File: config.mk
export PLATFORM = sky130hd
export DESIGN_NAME = timestamped_heap_buffer_placer_unit
export DESIGN_NICKNAME = d
export VERILOG_FILES = /design/src/sv/thbp_pkg.sv /design/src/sv/thbp_front.sv /design/src/sv/thbp_fifo.sv /design/src/sv/thbp_div.sv /design/src/sv/thbp_back.sv /design/src/sv/timestamped_heap_buffer_placer_unit.sv
export SDC_FILE = /design/constraint.sdc
export NUM_CORES = 2
export LEC_CHECK = 0
export BUFFER_PORTS_ARGS = -buffer_cell sky130_fd_sc_hd__buf_2
export CORE_MARGIN = 2
export CORE_UTILIZATION = 31
export CTS_CLUSTER_SIZE = 10
export DETAILED_ROUTE_END_ITERATION = 10
export GPL_TIMING_DRIVEN = 0
export PLACE_DENSITY = 0.53
export SYNTH_ARGS = -nofsm -noshare
export SYNTH_HDL_FRONTEND = slang
export SYNTH_SLANG_ARGS = --single-unit
export TNS_END_PERCENT = 10
File: constraint.sdc
create_clock -name i_clk -period 8.1 [get_ports i_clk]
set_input_delay 1.62 -clock i_clk [delete_from_list [all_inputs] [get_ports i_clk]]
set_output_delay 1.62 -clock i_clk [all_outputs]
set_load 0.02 [all_outputs]
File: src/sv/thbp_pkg.sv
// shared types, codes and helpers of the timestamped heap buffer placer
`default_nettype none
package thbp_pkg;

    localparam int CFG_DATA_W = 48;
    localparam int CFG_IDX_W  = 3;
    localparam int SIZE_W     = 17;
    localparam int BPH_W      = 25;
    localparam int OFFSET_W   = 40;
    localparam int SEQ_W      = 32;
    localparam int STATUS_W   = 3;

    // register indexes of the configuration port
    localparam logic [CFG_IDX_W-1:0] CFG_START_SAMPLE = 3'd0;
    localparam logic [CFG_IDX_W-1:0] CFG_START_GIVEN  = 3'd1;
    localparam logic [CFG_IDX_W-1:0] CFG_ADC_RATIO    = 3'd2;
    localparam logic [CFG_IDX_W-1:0] CFG_SAMPLES_HEAP = 3'd3;
    localparam logic [CFG_IDX_W-1:0] CFG_HEAPS_BUFFER = 3'd4;
    localparam logic [CFG_IDX_W-1:0] CFG_BYTES_HEAP   = 3'd5;

    // result status codes
    localparam logic [STATUS_W-1:0] STS_PLACED   = 3'd0;
    localparam logic [STATUS_W-1:0] STS_LATE     = 3'd1;
    localparam logic [STATUS_W-1:0] STS_EARLY    = 3'd2;
    localparam logic [STATUS_W-1:0] STS_NOT_DATA = 3'd3;
    localparam logic [STATUS_W-1:0] STS_STOP     = 3'd4;
    localparam logic [STATUS_W-1:0] STS_IGNORED  = 3'd5;

    typedef struct packed {
        logic [CFG_DATA_W-1:0] start_sample;
        logic                  start_given;
        logic [SIZE_W-1:0]     adc_ratio;
        logic [SIZE_W-1:0]     heap_samples;
        logic [SIZE_W-1:0]     heaps_per_buffer;
        logic [BPH_W-1:0]      heap_bytes;
    } t_cfg;

    // a size written as zero behaves as one
    function automatic logic [SIZE_W-1:0] at_least_one(input logic [SIZE_W-1:0] v);
        return (v == '0) ? SIZE_W'(1) : v;
    endfunction

endpackage
`default_nettype wire

File: src/sv/thbp_front.sv
// front part: accepts items, learns the start sample and classifies heaps
`default_nettype none
module thbp_front
    import thbp_pkg::*;
#(
    parameter int TW = 48
) (
    input  wire           i_clk,
    input  wire           i_rst_n,
    input  t_cfg          i_cfg,
    input  wire           i_valid,
    output logic          o_ready,
    input  wire           i_cmd,
    input  wire           i_has_samples,
    input  wire  [TW-1:0] i_ts,
    input  wire           i_full,
    output logic          o_push,
    output logic          o_cmd,
    output logic          o_data_ok,
    output logic [TW-1:0] o_adc
);

    logic [TW-1:0] r_learned;
    logic          r_known;
    logic          w_learn;
    logic [TW-1:0] w_start;

    assign o_ready = !i_full;
    assign o_push  = i_valid && !i_full;

    assign w_learn = o_push && !i_cmd && !i_cfg.start_given && !r_known && (i_ts != '0);

    // the heap that teaches the start is measured against itself
    always_comb begin
        if (i_cfg.start_given) begin
            w_start = TW'(i_cfg.start_sample);
        end else if (w_learn) begin
            w_start = i_ts;
        end else begin
            w_start = r_learned;
        end
    end

    assign o_cmd     = i_cmd;
    assign o_data_ok = i_has_samples && (i_ts != '0) && (i_ts >= w_start);
    assign o_adc     = i_ts - w_start;

    always_ff @(posedge i_clk) begin
        if (!i_rst_n) begin
            r_learned <= '0;
            r_known   <= 1'b0;
        end else if (w_learn) begin
            r_learned <= i_ts;
            r_known   <= 1'b1;
        end
    end

endmodule
`default_nettype wire

File: src/sv/thbp_fifo.sv
// two-entry queue between the front and the back part
`default_nettype none
module thbp_fifo #(
    parameter int W = 50
) (
    input  wire          i_clk,
    input  wire          i_rst_n,
    input  wire          i_push,
    input  wire  [W-1:0] i_data,
    output logic         o_full,
    output logic         o_valid,
    input  wire          i_pop,
    output logic [W-1:0] o_data
);

    logic [W-1:0] r_mem [2];
    logic         r_wr;
    logic         r_rd;
    logic [1:0]   r_count;

    assign o_full  = (r_count == 2'd2);
    assign o_valid = (r_count != 2'd0);
    assign o_data  = r_mem[r_rd];

    always_ff @(posedge i_clk) begin
        if (i_push) begin
            r_mem[r_wr] <= i_data;
        end
    end

    always_ff @(posedge i_clk) begin
        if (!i_rst_n) begin
            r_wr    <= 1'b0;
            r_rd    <= 1'b0;
            r_count <= 2'd0;
        end else begin
            if (i_push) begin
                r_wr <= !r_wr;
            end
            if (i_pop) begin
                r_rd <= !r_rd;
            end
            r_count <= r_count + 2'(i_push) - 2'(i_pop);
        end
    end

endmodule
`default_nettype wire

File: src/sv/thbp_div.sv
// iterative restoring divider, two quotient bits per cycle, narrow divisor
`default_nettype none
module thbp_div
    import thbp_pkg::*;
#(
    parameter int TW = 48
) (
    input  wire               i_clk,
    input  wire               i_rst_n,
    input  wire               i_start,
    input  wire  [TW-1:0]     i_dividend,
    input  wire  [SIZE_W-1:0] i_divisor,
    output logic              o_done,
    output logic [TW-1:0]     o_quotient
);

    localparam int STEPS = (TW + 1) / 2;
    localparam int DW    = 2 * STEPS;
    localparam int CW    = $clog2(STEPS + 1);

    logic [DW-1:0]     r_quo;
    logic [SIZE_W-1:0] r_rem;
    logic [SIZE_W-1:0] r_div;
    logic [CW-1:0]     r_cnt;
    logic              r_busy;
    logic              r_done;
    logic [DW-1:0]     n_quo;
    logic [SIZE_W-1:0] n_rem;

    always_comb begin
        logic [SIZE_W:0] trial;
        logic            qbit;
        n_quo = r_quo;
        n_rem = r_rem;
        for (int k = 0; k < 2; k++) begin
            trial = {n_rem, n_quo[DW-1]};
            qbit  = (trial >= {1'b0, r_div});
            if (qbit) begin
                n_rem = SIZE_W'(trial - {1'b0, r_div});
            end else begin
                n_rem = trial[SIZE_W-1:0];
            end
            n_quo = {n_quo[DW-2:0], qbit};
        end
    end

    always_ff @(posedge i_clk) begin
        if (!i_rst_n) begin
            r_busy <= 1'b0;
            r_done <= 1'b0;
            r_cnt  <= '0;
        end else begin
            r_done <= 1'b0;
            if (i_start) begin
                r_busy <= 1'b1;
                r_cnt  <= CW'(STEPS);
            end else if (r_busy) begin
                r_cnt <= r_cnt - CW'(1);
                if (r_cnt == CW'(1)) begin
                    r_busy <= 1'b0;
                    r_done <= 1'b1;
                end
            end
        end
    end

    always_ff @(posedge i_clk) begin
        if (i_start) begin
            r_quo <= DW'(i_dividend);
            r_rem <= '0;
            r_div <= i_divisor;
        end else if (r_busy) begin
            r_quo <= n_quo;
            r_rem <= n_rem;
        end
    end

    assign o_done     = r_done;
    assign o_quotient = r_quo[TW-1:0];

endmodule
`default_nettype wire

File: src/sv/thbp_back.sv
// back part: heap number, buffer window bookkeeping and result register
`default_nettype none
module thbp_back
    import thbp_pkg::*;
#(
    parameter int TW = 48
) (
    input  wire                 i_clk,
    input  wire                 i_rst_n,
    input  t_cfg                i_cfg,
    input  wire                 i_q_valid,
    output logic                o_q_pop,
    input  wire                 i_q_cmd,
    input  wire                 i_q_data_ok,
    input  wire  [TW-1:0]       i_q_adc,
    output logic                o_m_valid,
    input  wire                 i_m_ready,
    output logic [STATUS_W-1:0] o_status,
    output logic [TW-1:0]       o_heap,
    output logic [OFFSET_W-1:0] o_offset,
    output logic [SEQ_W-1:0]    o_buffer_number,
    output logic                o_buffer_closed,
    output logic                o_run_ended
);

    localparam logic [2:0] ST_IDLE  = 3'd0;
    localparam logic [2:0] ST_DIV_A = 3'd1;
    localparam logic [2:0] ST_DIV_B = 3'd2;
    localparam logic [2:0] ST_CLASS = 3'd3;
    localparam logic [2:0] ST_PROD  = 3'd4;
    localparam logic [2:0] ST_FIN   = 3'd5;

    logic [2:0]          r_state;
    logic [TW-1:0]       r_first;
    logic [TW-1:0]       r_end;
    logic [SIZE_W-1:0]   r_heaps;
    logic                r_roll;
    logic                r_open;
    logic                r_over;
    logic [SEQ_W-1:0]    r_seq;

    logic [STATUS_W-1:0] r_status;
    logic [TW-1:0]       r_heap;
    logic [SIZE_W-1:0]   r_diff;
    logic [OFFSET_W-1:0] r_prod;
    logic                r_ended;
    logic                r_arrival;
    logic                r_closed_stop;

    logic                r_m_valid;
    logic [STATUS_W-1:0] r_o_status;
    logic [TW-1:0]       r_o_heap;
    logic [OFFSET_W-1:0] r_o_offset;
    logic [SEQ_W-1:0]    r_o_seq;
    logic                r_o_closed;
    logic                r_o_ended;

    logic [SIZE_W-1:0]   w_hpb;
    logic [BPH_W-1:0]    w_bph;
    logic                w_div_start;
    logic [TW-1:0]       w_div_dividend;
    logic [SIZE_W-1:0]   w_div_divisor;
    logic                w_div_done;
    logic [TW-1:0]       w_div_quotient;
    logic                w_in_win;
    logic [TW-1:0]       w_diff;
    logic [TW-1:0]       w_heap_next;
    logic [SIZE_W+BPH_W-1:0] w_prod;
    logic                w_slot;
    logic                w_closed;
    logic                w_load;

    assign w_hpb = at_least_one(i_cfg.heaps_per_buffer);
    assign w_bph = (i_cfg.heap_bytes == '0) ? BPH_W'(1) : i_cfg.heap_bytes;

    assign o_q_pop = (r_state == ST_IDLE) && i_q_valid;

    // first division by the adc ratio, then by samples per heap
    assign w_div_start = (o_q_pop && !r_over && !i_q_cmd && i_q_data_ok)
                      || ((r_state == ST_DIV_A) && w_div_done);
    assign w_div_dividend = (r_state == ST_IDLE) ? i_q_adc : w_div_quotient;
    assign w_div_divisor  = (r_state == ST_IDLE) ? at_least_one(i_cfg.adc_ratio)
                                                 : at_least_one(i_cfg.heap_samples);

    thbp_div #(
        .TW(TW)
    ) u_div (
        .i_clk      (i_clk),
        .i_rst_n    (i_rst_n),
        .i_start    (w_div_start),
        .i_dividend (w_div_dividend),
        .i_divisor  (w_div_divisor),
        .o_done     (w_div_done),
        .o_quotient (w_div_quotient)
    );

    assign w_in_win    = (r_heap >= r_first) && (r_heap < r_end);
    assign w_diff      = r_heap - r_first;
    assign w_heap_next = r_heap + TW'(1);
    assign w_prod      = (SIZE_W + BPH_W)'(r_diff) * (SIZE_W + BPH_W)'(w_bph);
    assign w_slot      = !r_m_valid || i_m_ready;
    assign w_load      = (r_state == ST_FIN) && w_slot;
    assign w_closed    = r_arrival ? ((r_heaps == w_hpb) || r_roll || r_ended)
                                   : r_closed_stop;

    always_ff @(posedge i_clk) begin
        if (!i_rst_n) begin
            r_state   <= ST_IDLE;
            r_first   <= '0;
            r_end     <= '0;
            r_heaps   <= '0;
            r_roll    <= 1'b0;
            r_open    <= 1'b0;
            r_over    <= 1'b0;
            r_seq     <= '1;
            r_m_valid <= 1'b0;
        end else begin
            if (w_load) begin
                r_m_valid <= 1'b1;
            end else if (i_m_ready) begin
                r_m_valid <= 1'b0;
            end
            unique case (r_state)
                ST_IDLE: begin
                    if (i_q_valid) begin
                        r_heap <= '0;
                        r_diff <= '0;
                        if (r_over) begin
                            r_status      <= STS_IGNORED;
                            r_ended       <= 1'b0;
                            r_arrival     <= 1'b0;
                            r_closed_stop <= 1'b0;
                            r_state       <= ST_PROD;
                        end else if (i_q_cmd) begin
                            r_status      <= STS_STOP;
                            r_ended       <= 1'b1;
                            r_arrival     <= 1'b0;
                            r_over        <= 1'b1;
                            r_closed_stop <= r_open;
                            r_open        <= 1'b0;
                            r_state       <= ST_PROD;
                        end else begin
                            r_status      <= STS_NOT_DATA;
                            r_arrival     <= 1'b1;
                            r_closed_stop <= 1'b0;
                            if (!r_open) begin
                                // open the next buffer; an empty previous one ends the run
                                r_seq   <= r_seq + SEQ_W'(1);
                                r_ended <= (r_heaps == '0) && (r_end != '0);
                                r_first <= r_end;
                                r_end   <= r_end + TW'(w_hpb);
                                r_heaps <= '0;
                                r_roll  <= 1'b0;
                                r_open  <= 1'b1;
                            end else begin
                                r_ended <= 1'b0;
                            end
                            r_state <= i_q_data_ok ? ST_DIV_A : ST_PROD;
                        end
                    end
                end
                ST_DIV_A: begin
                    if (w_div_done) begin
                        r_state <= ST_DIV_B;
                    end
                end
                ST_DIV_B: begin
                    if (w_div_done) begin
                        r_heap  <= w_div_quotient;
                        r_state <= ST_CLASS;
                    end
                end
                ST_CLASS: begin
                    if (w_in_win) begin
                        r_status <= STS_PLACED;
                        r_diff   <= w_diff[SIZE_W-1:0];
                        r_heaps  <= r_heaps + SIZE_W'(1);
                        if (w_heap_next == r_end) begin
                            r_roll <= 1'b1;
                        end
                    end else if (r_heap < r_first) begin
                        r_status <= STS_LATE;
                    end else begin
                        r_status <= STS_EARLY;
                        r_roll   <= 1'b1;
                    end
                    r_state <= ST_PROD;
                end
                ST_PROD: begin
                    r_prod  <= w_prod[OFFSET_W-1:0];
                    r_state <= ST_FIN;
                end
                ST_FIN: begin
                    if (w_slot) begin
                        if (r_arrival && w_closed) begin
                            r_open <= 1'b0;
                        end
                        if (r_arrival && r_ended) begin
                            r_over <= 1'b1;
                        end
                        r_o_status <= r_status;
                        r_o_heap   <= r_heap;
                        r_o_offset <= r_prod;
                        r_o_seq    <= r_seq;
                        r_o_closed <= w_closed;
                        r_o_ended  <= r_ended;
                        r_state    <= ST_IDLE;
                    end
                end
                default: begin
                    r_state <= ST_IDLE;
                end
            endcase
        end
    end

    assign o_m_valid       = r_m_valid;
    assign o_status        = r_o_status;
    assign o_heap          = r_o_heap;
    assign o_offset        = r_o_offset;
    assign o_buffer_number = r_o_seq;
    assign o_buffer_closed = r_o_closed;
    assign o_run_ended     = r_o_ended;

    a_div_done_in_div: assert property (@(posedge i_clk) disable iff (!i_rst_n)
        w_div_done |-> (r_state == ST_DIV_A || r_state == ST_DIV_B))
        else $error("divider finished outside a division state");

    a_over_sticks: assert property (@(posedge i_clk) disable iff (!i_rst_n)
        r_over |=> r_over)
        else $error("end of acquisition was cleared");

    a_stop_ends_run: assert property (@(posedge i_clk) disable iff (!i_rst_n)
        (r_m_valid && r_o_status == STS_STOP) |-> r_o_ended)
        else $error("stop result without run end");

    a_ignored_after_over: assert property (@(posedge i_clk) disable iff (!i_rst_n)
        (o_q_pop && r_over) |=> (r_status == STS_IGNORED))
        else $error("item after end of acquisition not ignored");

endmodule
`default_nettype wire

File: src/sv/timestamped_heap_buffer_placer_unit.sv
// top level of the timestamped heap buffer placer
// Each accepted heap transfer yields exactly one result transfer. A data heap with
// a valid timestamp takes two divisions on one shared divider that retires two
// quotient bits per cycle, then classification and the offset product; stop commands,
// non-data heaps and items after the end of the run skip the divisions. A two-entry
// queue lets the input keep accepting while the back part works and a result waits
// at the output register. Configuration must be written by the user while no item is
// in flight, which the block does not enforce; sizes written as zero act as one.
`default_nettype none
module timestamped_heap_buffer_placer_unit
    import thbp_pkg::*;
#(
    parameter int TIMESTAMP_WIDTH = 48
) (
    input  wire                     i_clk,
    input  wire                     i_rst_n,
    input  wire                     i_cfg_we,
    input  wire  [CFG_IDX_W-1:0]    i_cfg_idx,
    input  wire  [CFG_DATA_W-1:0]   i_cfg_data,
    input  wire                     s_axis_tvalid,
    output logic                    s_axis_tready,
    // timestamp
    input  wire  [((TIMESTAMP_WIDTH+7)/8)*8-1:0] s_axis_tdata,
    // cmd, has_samples
    input  wire  [1:0]              s_axis_tuser,
    output logic                    m_axis_tvalid,
    input  wire                     m_axis_tready,
    // heap_number, offset, buffer_number, buffer_closed, run_ended
    output logic [((TIMESTAMP_WIDTH+74+7)/8)*8-1:0] m_axis_tdata,
    // status
    output logic [STATUS_W-1:0]     m_axis_tuser
);

    localparam int TW        = TIMESTAMP_WIDTH;
    localparam int OUT_W     = ((TW + 74 + 7) / 8) * 8;
    localparam int PAYLOAD_W = TW + 74;
    localparam int ITEM_W    = TW + 2;

    t_cfg r_cfg;

    always_ff @(posedge i_clk) begin
        if (!i_rst_n) begin
            r_cfg.start_sample     <= '0;
            r_cfg.start_given      <= 1'b0;
            r_cfg.adc_ratio        <= SIZE_W'(1);
            r_cfg.heap_samples     <= SIZE_W'(1);
            r_cfg.heaps_per_buffer <= SIZE_W'(1);
            r_cfg.heap_bytes       <= BPH_W'(1);
        end else if (i_cfg_we) begin
            unique case (i_cfg_idx)
                CFG_START_SAMPLE: r_cfg.start_sample     <= i_cfg_data;
                CFG_START_GIVEN:  r_cfg.start_given      <= i_cfg_data[0];
                CFG_ADC_RATIO:    r_cfg.adc_ratio        <= i_cfg_data[SIZE_W-1:0];
                CFG_SAMPLES_HEAP: r_cfg.heap_samples     <= i_cfg_data[SIZE_W-1:0];
                CFG_HEAPS_BUFFER: r_cfg.heaps_per_buffer <= i_cfg_data[SIZE_W-1:0];
                CFG_BYTES_HEAP:   r_cfg.heap_bytes       <= i_cfg_data[BPH_W-1:0];
                default: ;
            endcase
        end
    end

    logic              w_push;
    logic              w_full;
    logic              w_f_cmd;
    logic              w_f_data_ok;
    logic [TW-1:0]     w_f_adc;
    logic              w_q_valid;
    logic              w_q_pop;
    logic [ITEM_W-1:0] w_q_data;

    logic [TW-1:0]       w_heap;
    logic [OFFSET_W-1:0] w_offset;
    logic [SEQ_W-1:0]    w_seq;
    logic                w_closed;
    logic                w_ended;

    thbp_front #(
        .TW(TW)
    ) u_front (
        .i_clk         (i_clk),
        .i_rst_n       (i_rst_n),
        .i_cfg         (r_cfg),
        .i_valid       (s_axis_tvalid),
        .o_ready       (s_axis_tready),
        .i_cmd         (s_axis_tuser[0]),
        .i_has_samples (s_axis_tuser[1]),
        .i_ts          (s_axis_tdata[TW-1:0]),
        .i_full        (w_full),
        .o_push        (w_push),
        .o_cmd         (w_f_cmd),
        .o_data_ok     (w_f_data_ok),
        .o_adc         (w_f_adc)
    );

    thbp_fifo #(
        .W(ITEM_W)
    ) u_fifo (
        .i_clk   (i_clk),
        .i_rst_n (i_rst_n),
        .i_push  (w_push),
        .i_data  ({w_f_cmd, w_f_data_ok, w_f_adc}),
        .o_full  (w_full),
        .o_valid (w_q_valid),
        .i_pop   (w_q_pop),
        .o_data  (w_q_data)
    );

    thbp_back #(
        .TW(TW)
    ) u_back (
        .i_clk           (i_clk),
        .i_rst_n         (i_rst_n),
        .i_cfg           (r_cfg),
        .i_q_valid       (w_q_valid),
        .o_q_pop         (w_q_pop),
        .i_q_cmd         (w_q_data[ITEM_W-1]),
        .i_q_data_ok     (w_q_data[ITEM_W-2]),
        .i_q_adc         (w_q_data[TW-1:0]),
        .o_m_valid       (m_axis_tvalid),
        .i_m_ready       (m_axis_tready),
        .o_status        (m_axis_tuser),
        .o_heap          (w_heap),
        .o_offset        (w_offset),
        .o_buffer_number (w_seq),
        .o_buffer_closed (w_closed),
        .o_run_ended     (w_ended)
    );

    // zero fill up to whole bytes
    assign m_axis_tdata = OUT_W'(PAYLOAD_W'({w_ended, w_closed, w_seq, w_offset, w_heap}));

endmodule
`default_nettype wire
==> impl_metrics.toml <==
[run_status]
status = "finished with violations"
violations = "max-capacitance violations, max-slew violations"

[setup_path]
worst_ep_arrival_time_ns = 8.36
r2r_slack_ns = 0.18
cp_max_fo = 10
startpoint = "r_cfg[4]"
path_class = "flop to flop"
r2r_end = "u_back.r_prod[39]"
end_kind = "flop"
rr_worst_depth = 23
start_kind = "flop"
crit_required_ns = 8.54
r2r-start = "r_cfg[4]"

[yosys]
ys.flop_type = "edfxtp_1"
synth.avg_cell_area_sq_um = 9.527
synth.ff_latch_count = 756
synth_area_leader_cell = "edfxtp_1"
yosysWarnings = 0
yosysTopAreaCellShare_pct = 23.49
ys_types = 99
ys_async_sr_fraction_pct = 0
synth_area_leaders = "edfxtp_1 23%, dfxtp_1 14%, fa_1 14%"
ys_seq_area_share_pct = 37.36
netlist_instances = 5380
synth_enable_flop_cells = 401
synth.cell_area_sq_um = 51260

[min_path]
hold_path.class = "flop to flop"
min-delay-start = "u_back.r_prod[13]"
holdPathEnd = "u_back.o_offset[13]"
holdPathStages = 0

[floorplan]
die_area_sq_um = 168600
row_count = 149
io_pins = 239
core_sq_um = 164600
die-height_um = 410.6
initial_core_util_pct = 31.14
fp.dieW_um = 410.6

[detailed_routing]
drtIter0Drc = 2731
first_pass_iters = 8
drtAntennaViolNets = 0
wl_per_cell_um = 19.72
drc = 0
wl_mm = 157.7
dr_total_vias = 39621
vias_per_cell = 4.954

[clock_tree]
cts_tree = "yes"
clock-sinks = 756
cts-hold-fix-buffers = 0
cts_buffers = 95
cts_buffer_depth = 3
clockRootBuffer = "clkbuf_16"
path_clk_slew_ns = 0.05
h-tree-depth = 3
clk_latency_ns = 0.74

[sta]
maxSlewViolCount = 11
setup_ws_ns = 0.1837
min_period_over_period_pct = 97.73
finalSetupViolCount = 0
slew-limit-headroom_pct = -1.209
clock.fmax_ghz = 0.1263
rsz0062_at_grt = "no"
finalCriticalPeriod_ns = 7.916
worstMarginPinSlew_ns = 1.518
finalHoldViolCount = 0
final.setup_skew_ns = 0.07356
hold_ws_ns = 0.4118

[pwr]
ir_drop_mv = 0.1797
power.density_nw_per_um2 = 249.4
total_power_mw = 14.62
p_leak_nw = 23.55

[global_routing]
grt_start_max_net_pins = 33
grt_pass1_vias = 39067
gr-total-overflow = 0
grt_pass1_wl_mm = 238.8
antenna_found_initial = 20
track_usage_pct = 18.49

[layout]
nNetsFinal = 6488
fill_cells = 16798
final_common_cell = "nand2_1"
drive_gt1_share_pct = 9.027
multiInputGateArea_sq_um = 29060
area_delta_synth_final_pct = 14.37
fin_cells = 7998
most-common-layout-cells = "864 x nand2_1, 555 x inv_1, 401 x edfxtp_1"
regArea_sq_um = 19150

[place]
dp_slack_ns = -0.9700
finalWeightedCongestion = 0.8930
port_buffers = 231
dp.cells = 7818
hpwl_mm = 124.3

[job]
max-cap-violations = 1
==> final cells by class <==
cell class | instances | area share (%)
multi-input combinational | 3791 | 49.57
sequential | 756 | 32.67
timing repair buffer | 251 | 2.465
tap | 2189 | 4.672
antenna | 4 | 0.01707
buffer | 273 | 1.848
clock inverter | 20 | 0.5464
inverter | 558 | 3.573
clock buffer | 156 | 4.636
==> power breakdown <==
group,switching (mW),total [mW],internal (mW)
registers,0.471,5.23,4.76
logic,3.33,5.26,1.93
clock network,1.76,4.13,2.37
total,5.56,14.6,9.06
==> worst max-delay path, cell delays in order (launching register included) <==
cell and delay (ns):
dfxtp_2 0.40, or4_1 0.56, nor4_2 0.22, a41o_2 0.31, buf_4 0.19, nand2_1 0.09, fa_1 0.53, fa_1 0.55
inv_1 0.06, fa_1 0.53, fa_1 0.52, fa_1 0.52, fa_1 0.56, ha_2 0.32, a21o_1 0.21, a21o_1 0.19
a221oi_2 0.35, o31ai_4 0.18, a41oi_4 0.36, o211a_1 0.21, nor2_1 0.07, a22o_1 0.22, o41a_1 0.33, xnor2_1 0.15
==> cell families after synthesis <==
logic type / after synthesis / synth area share [%]
and+or+nand+nor: 1823 / 17.18
AOI/OAI and AO/OA: 883 / 10.27
buffers and inverters: 838 / 6.244
DFF: 756 / 37.36
adders and majority gates: 656 / 21.11
xor gates and xnor gates: 251 / 4.289
muxes: 172 / 3.542
other: 1 / 0.007316
==> per-layer routing <==
metal,share of wire (%),vias up,global-route usage (%)
li1,-,18905,-
met1,46,19353,25.56
met2,45,1119,29.49
met3,6.5,238,3.227
met4,2.8,6,5.426
met5,0.027,-,0
==> per-stage QoR <==
| stage | cell area [sq um] | setup TNS [ns] | util, % |
|---|---|---|---|
| finish | 58620 | 0 | 35.61 |
| global route | 58620 | 0 | 35.61 |
| CTS | 58560 | 0 | 35.57 |
| detailed placement | 55450 | -10.69 | 33.69 |
| global placement | 55170 | -805.12 | 33.52 |
| floorplan | 51280 | 0 | - |
==> flip-flops by register name (all words and copies together), names as in the netlist, 3 cells and up, named ones only <==
signal / count
r_cfg: 125
u_fifo.r_mem: 100
u_back.o_heap: 48
u_back.r_end: 48
u_back.r_first: 48
u_back.r_heap: 48
u_back.u_div.o_quotient: 48
u_front.r_learned: 48
u_back.o_offset: 40
u_back.r_prod: 40
u_back.o_buffer_number: 32
u_back.r_seq: 32
u_back.r_diff: 17
u_back.r_heaps: 17
u_back.u_div.r_div: 17
u_back.u_div.r_rem: 17
u_back.u_div.r_cnt: 5
u_back.o_status: 3
u_back.r_state: 3
u_back.r_status: 3
==> how the worst max path moves through the flow <==
stage	cells after the start	end	slack (ns)
2_1_floorplan	4	u_back.o_buffer_closed	0.03
3_3_place_gp	5	u_back.o_offset[26]	-5.79
3_5_place_dp	24	u_back.r_prod[39]	-0.97
4_1_cts	27	u_back.r_prod[38]	0.003
5_1_grt	23	u_back.r_prod[39]	0.04
6_report	23	u_back.r_prod[39]	0.18
==> synth_stat cells, types with 71 or more instances <==
cell type,n
fa_1,348
o21ai_0,205
nand3_1,82
mux2i_1,106
edfxtp_1,401
nor2_1,177
nand4_1,77
dfxtp_1,355
ha_1,308
xor2_1,71
inv_1,555
a21oi_1,384
xnor2_1,180
nor3_1,71
clkbuf_1,244
nand2_1,864
and3_1,87
and2_1,218
a21o_1,85
==> timing repair <==
| item | CTS | global route |
|---|---|---|
| setup buffers | 2 | 5 |
| pin swaps | 2 | 5 |
| setup endpoints to repair | 15 | 8 |
| gates resized for setup | 12 | 14 |
No activity file was read; power rests on OpenSTA's default activity.
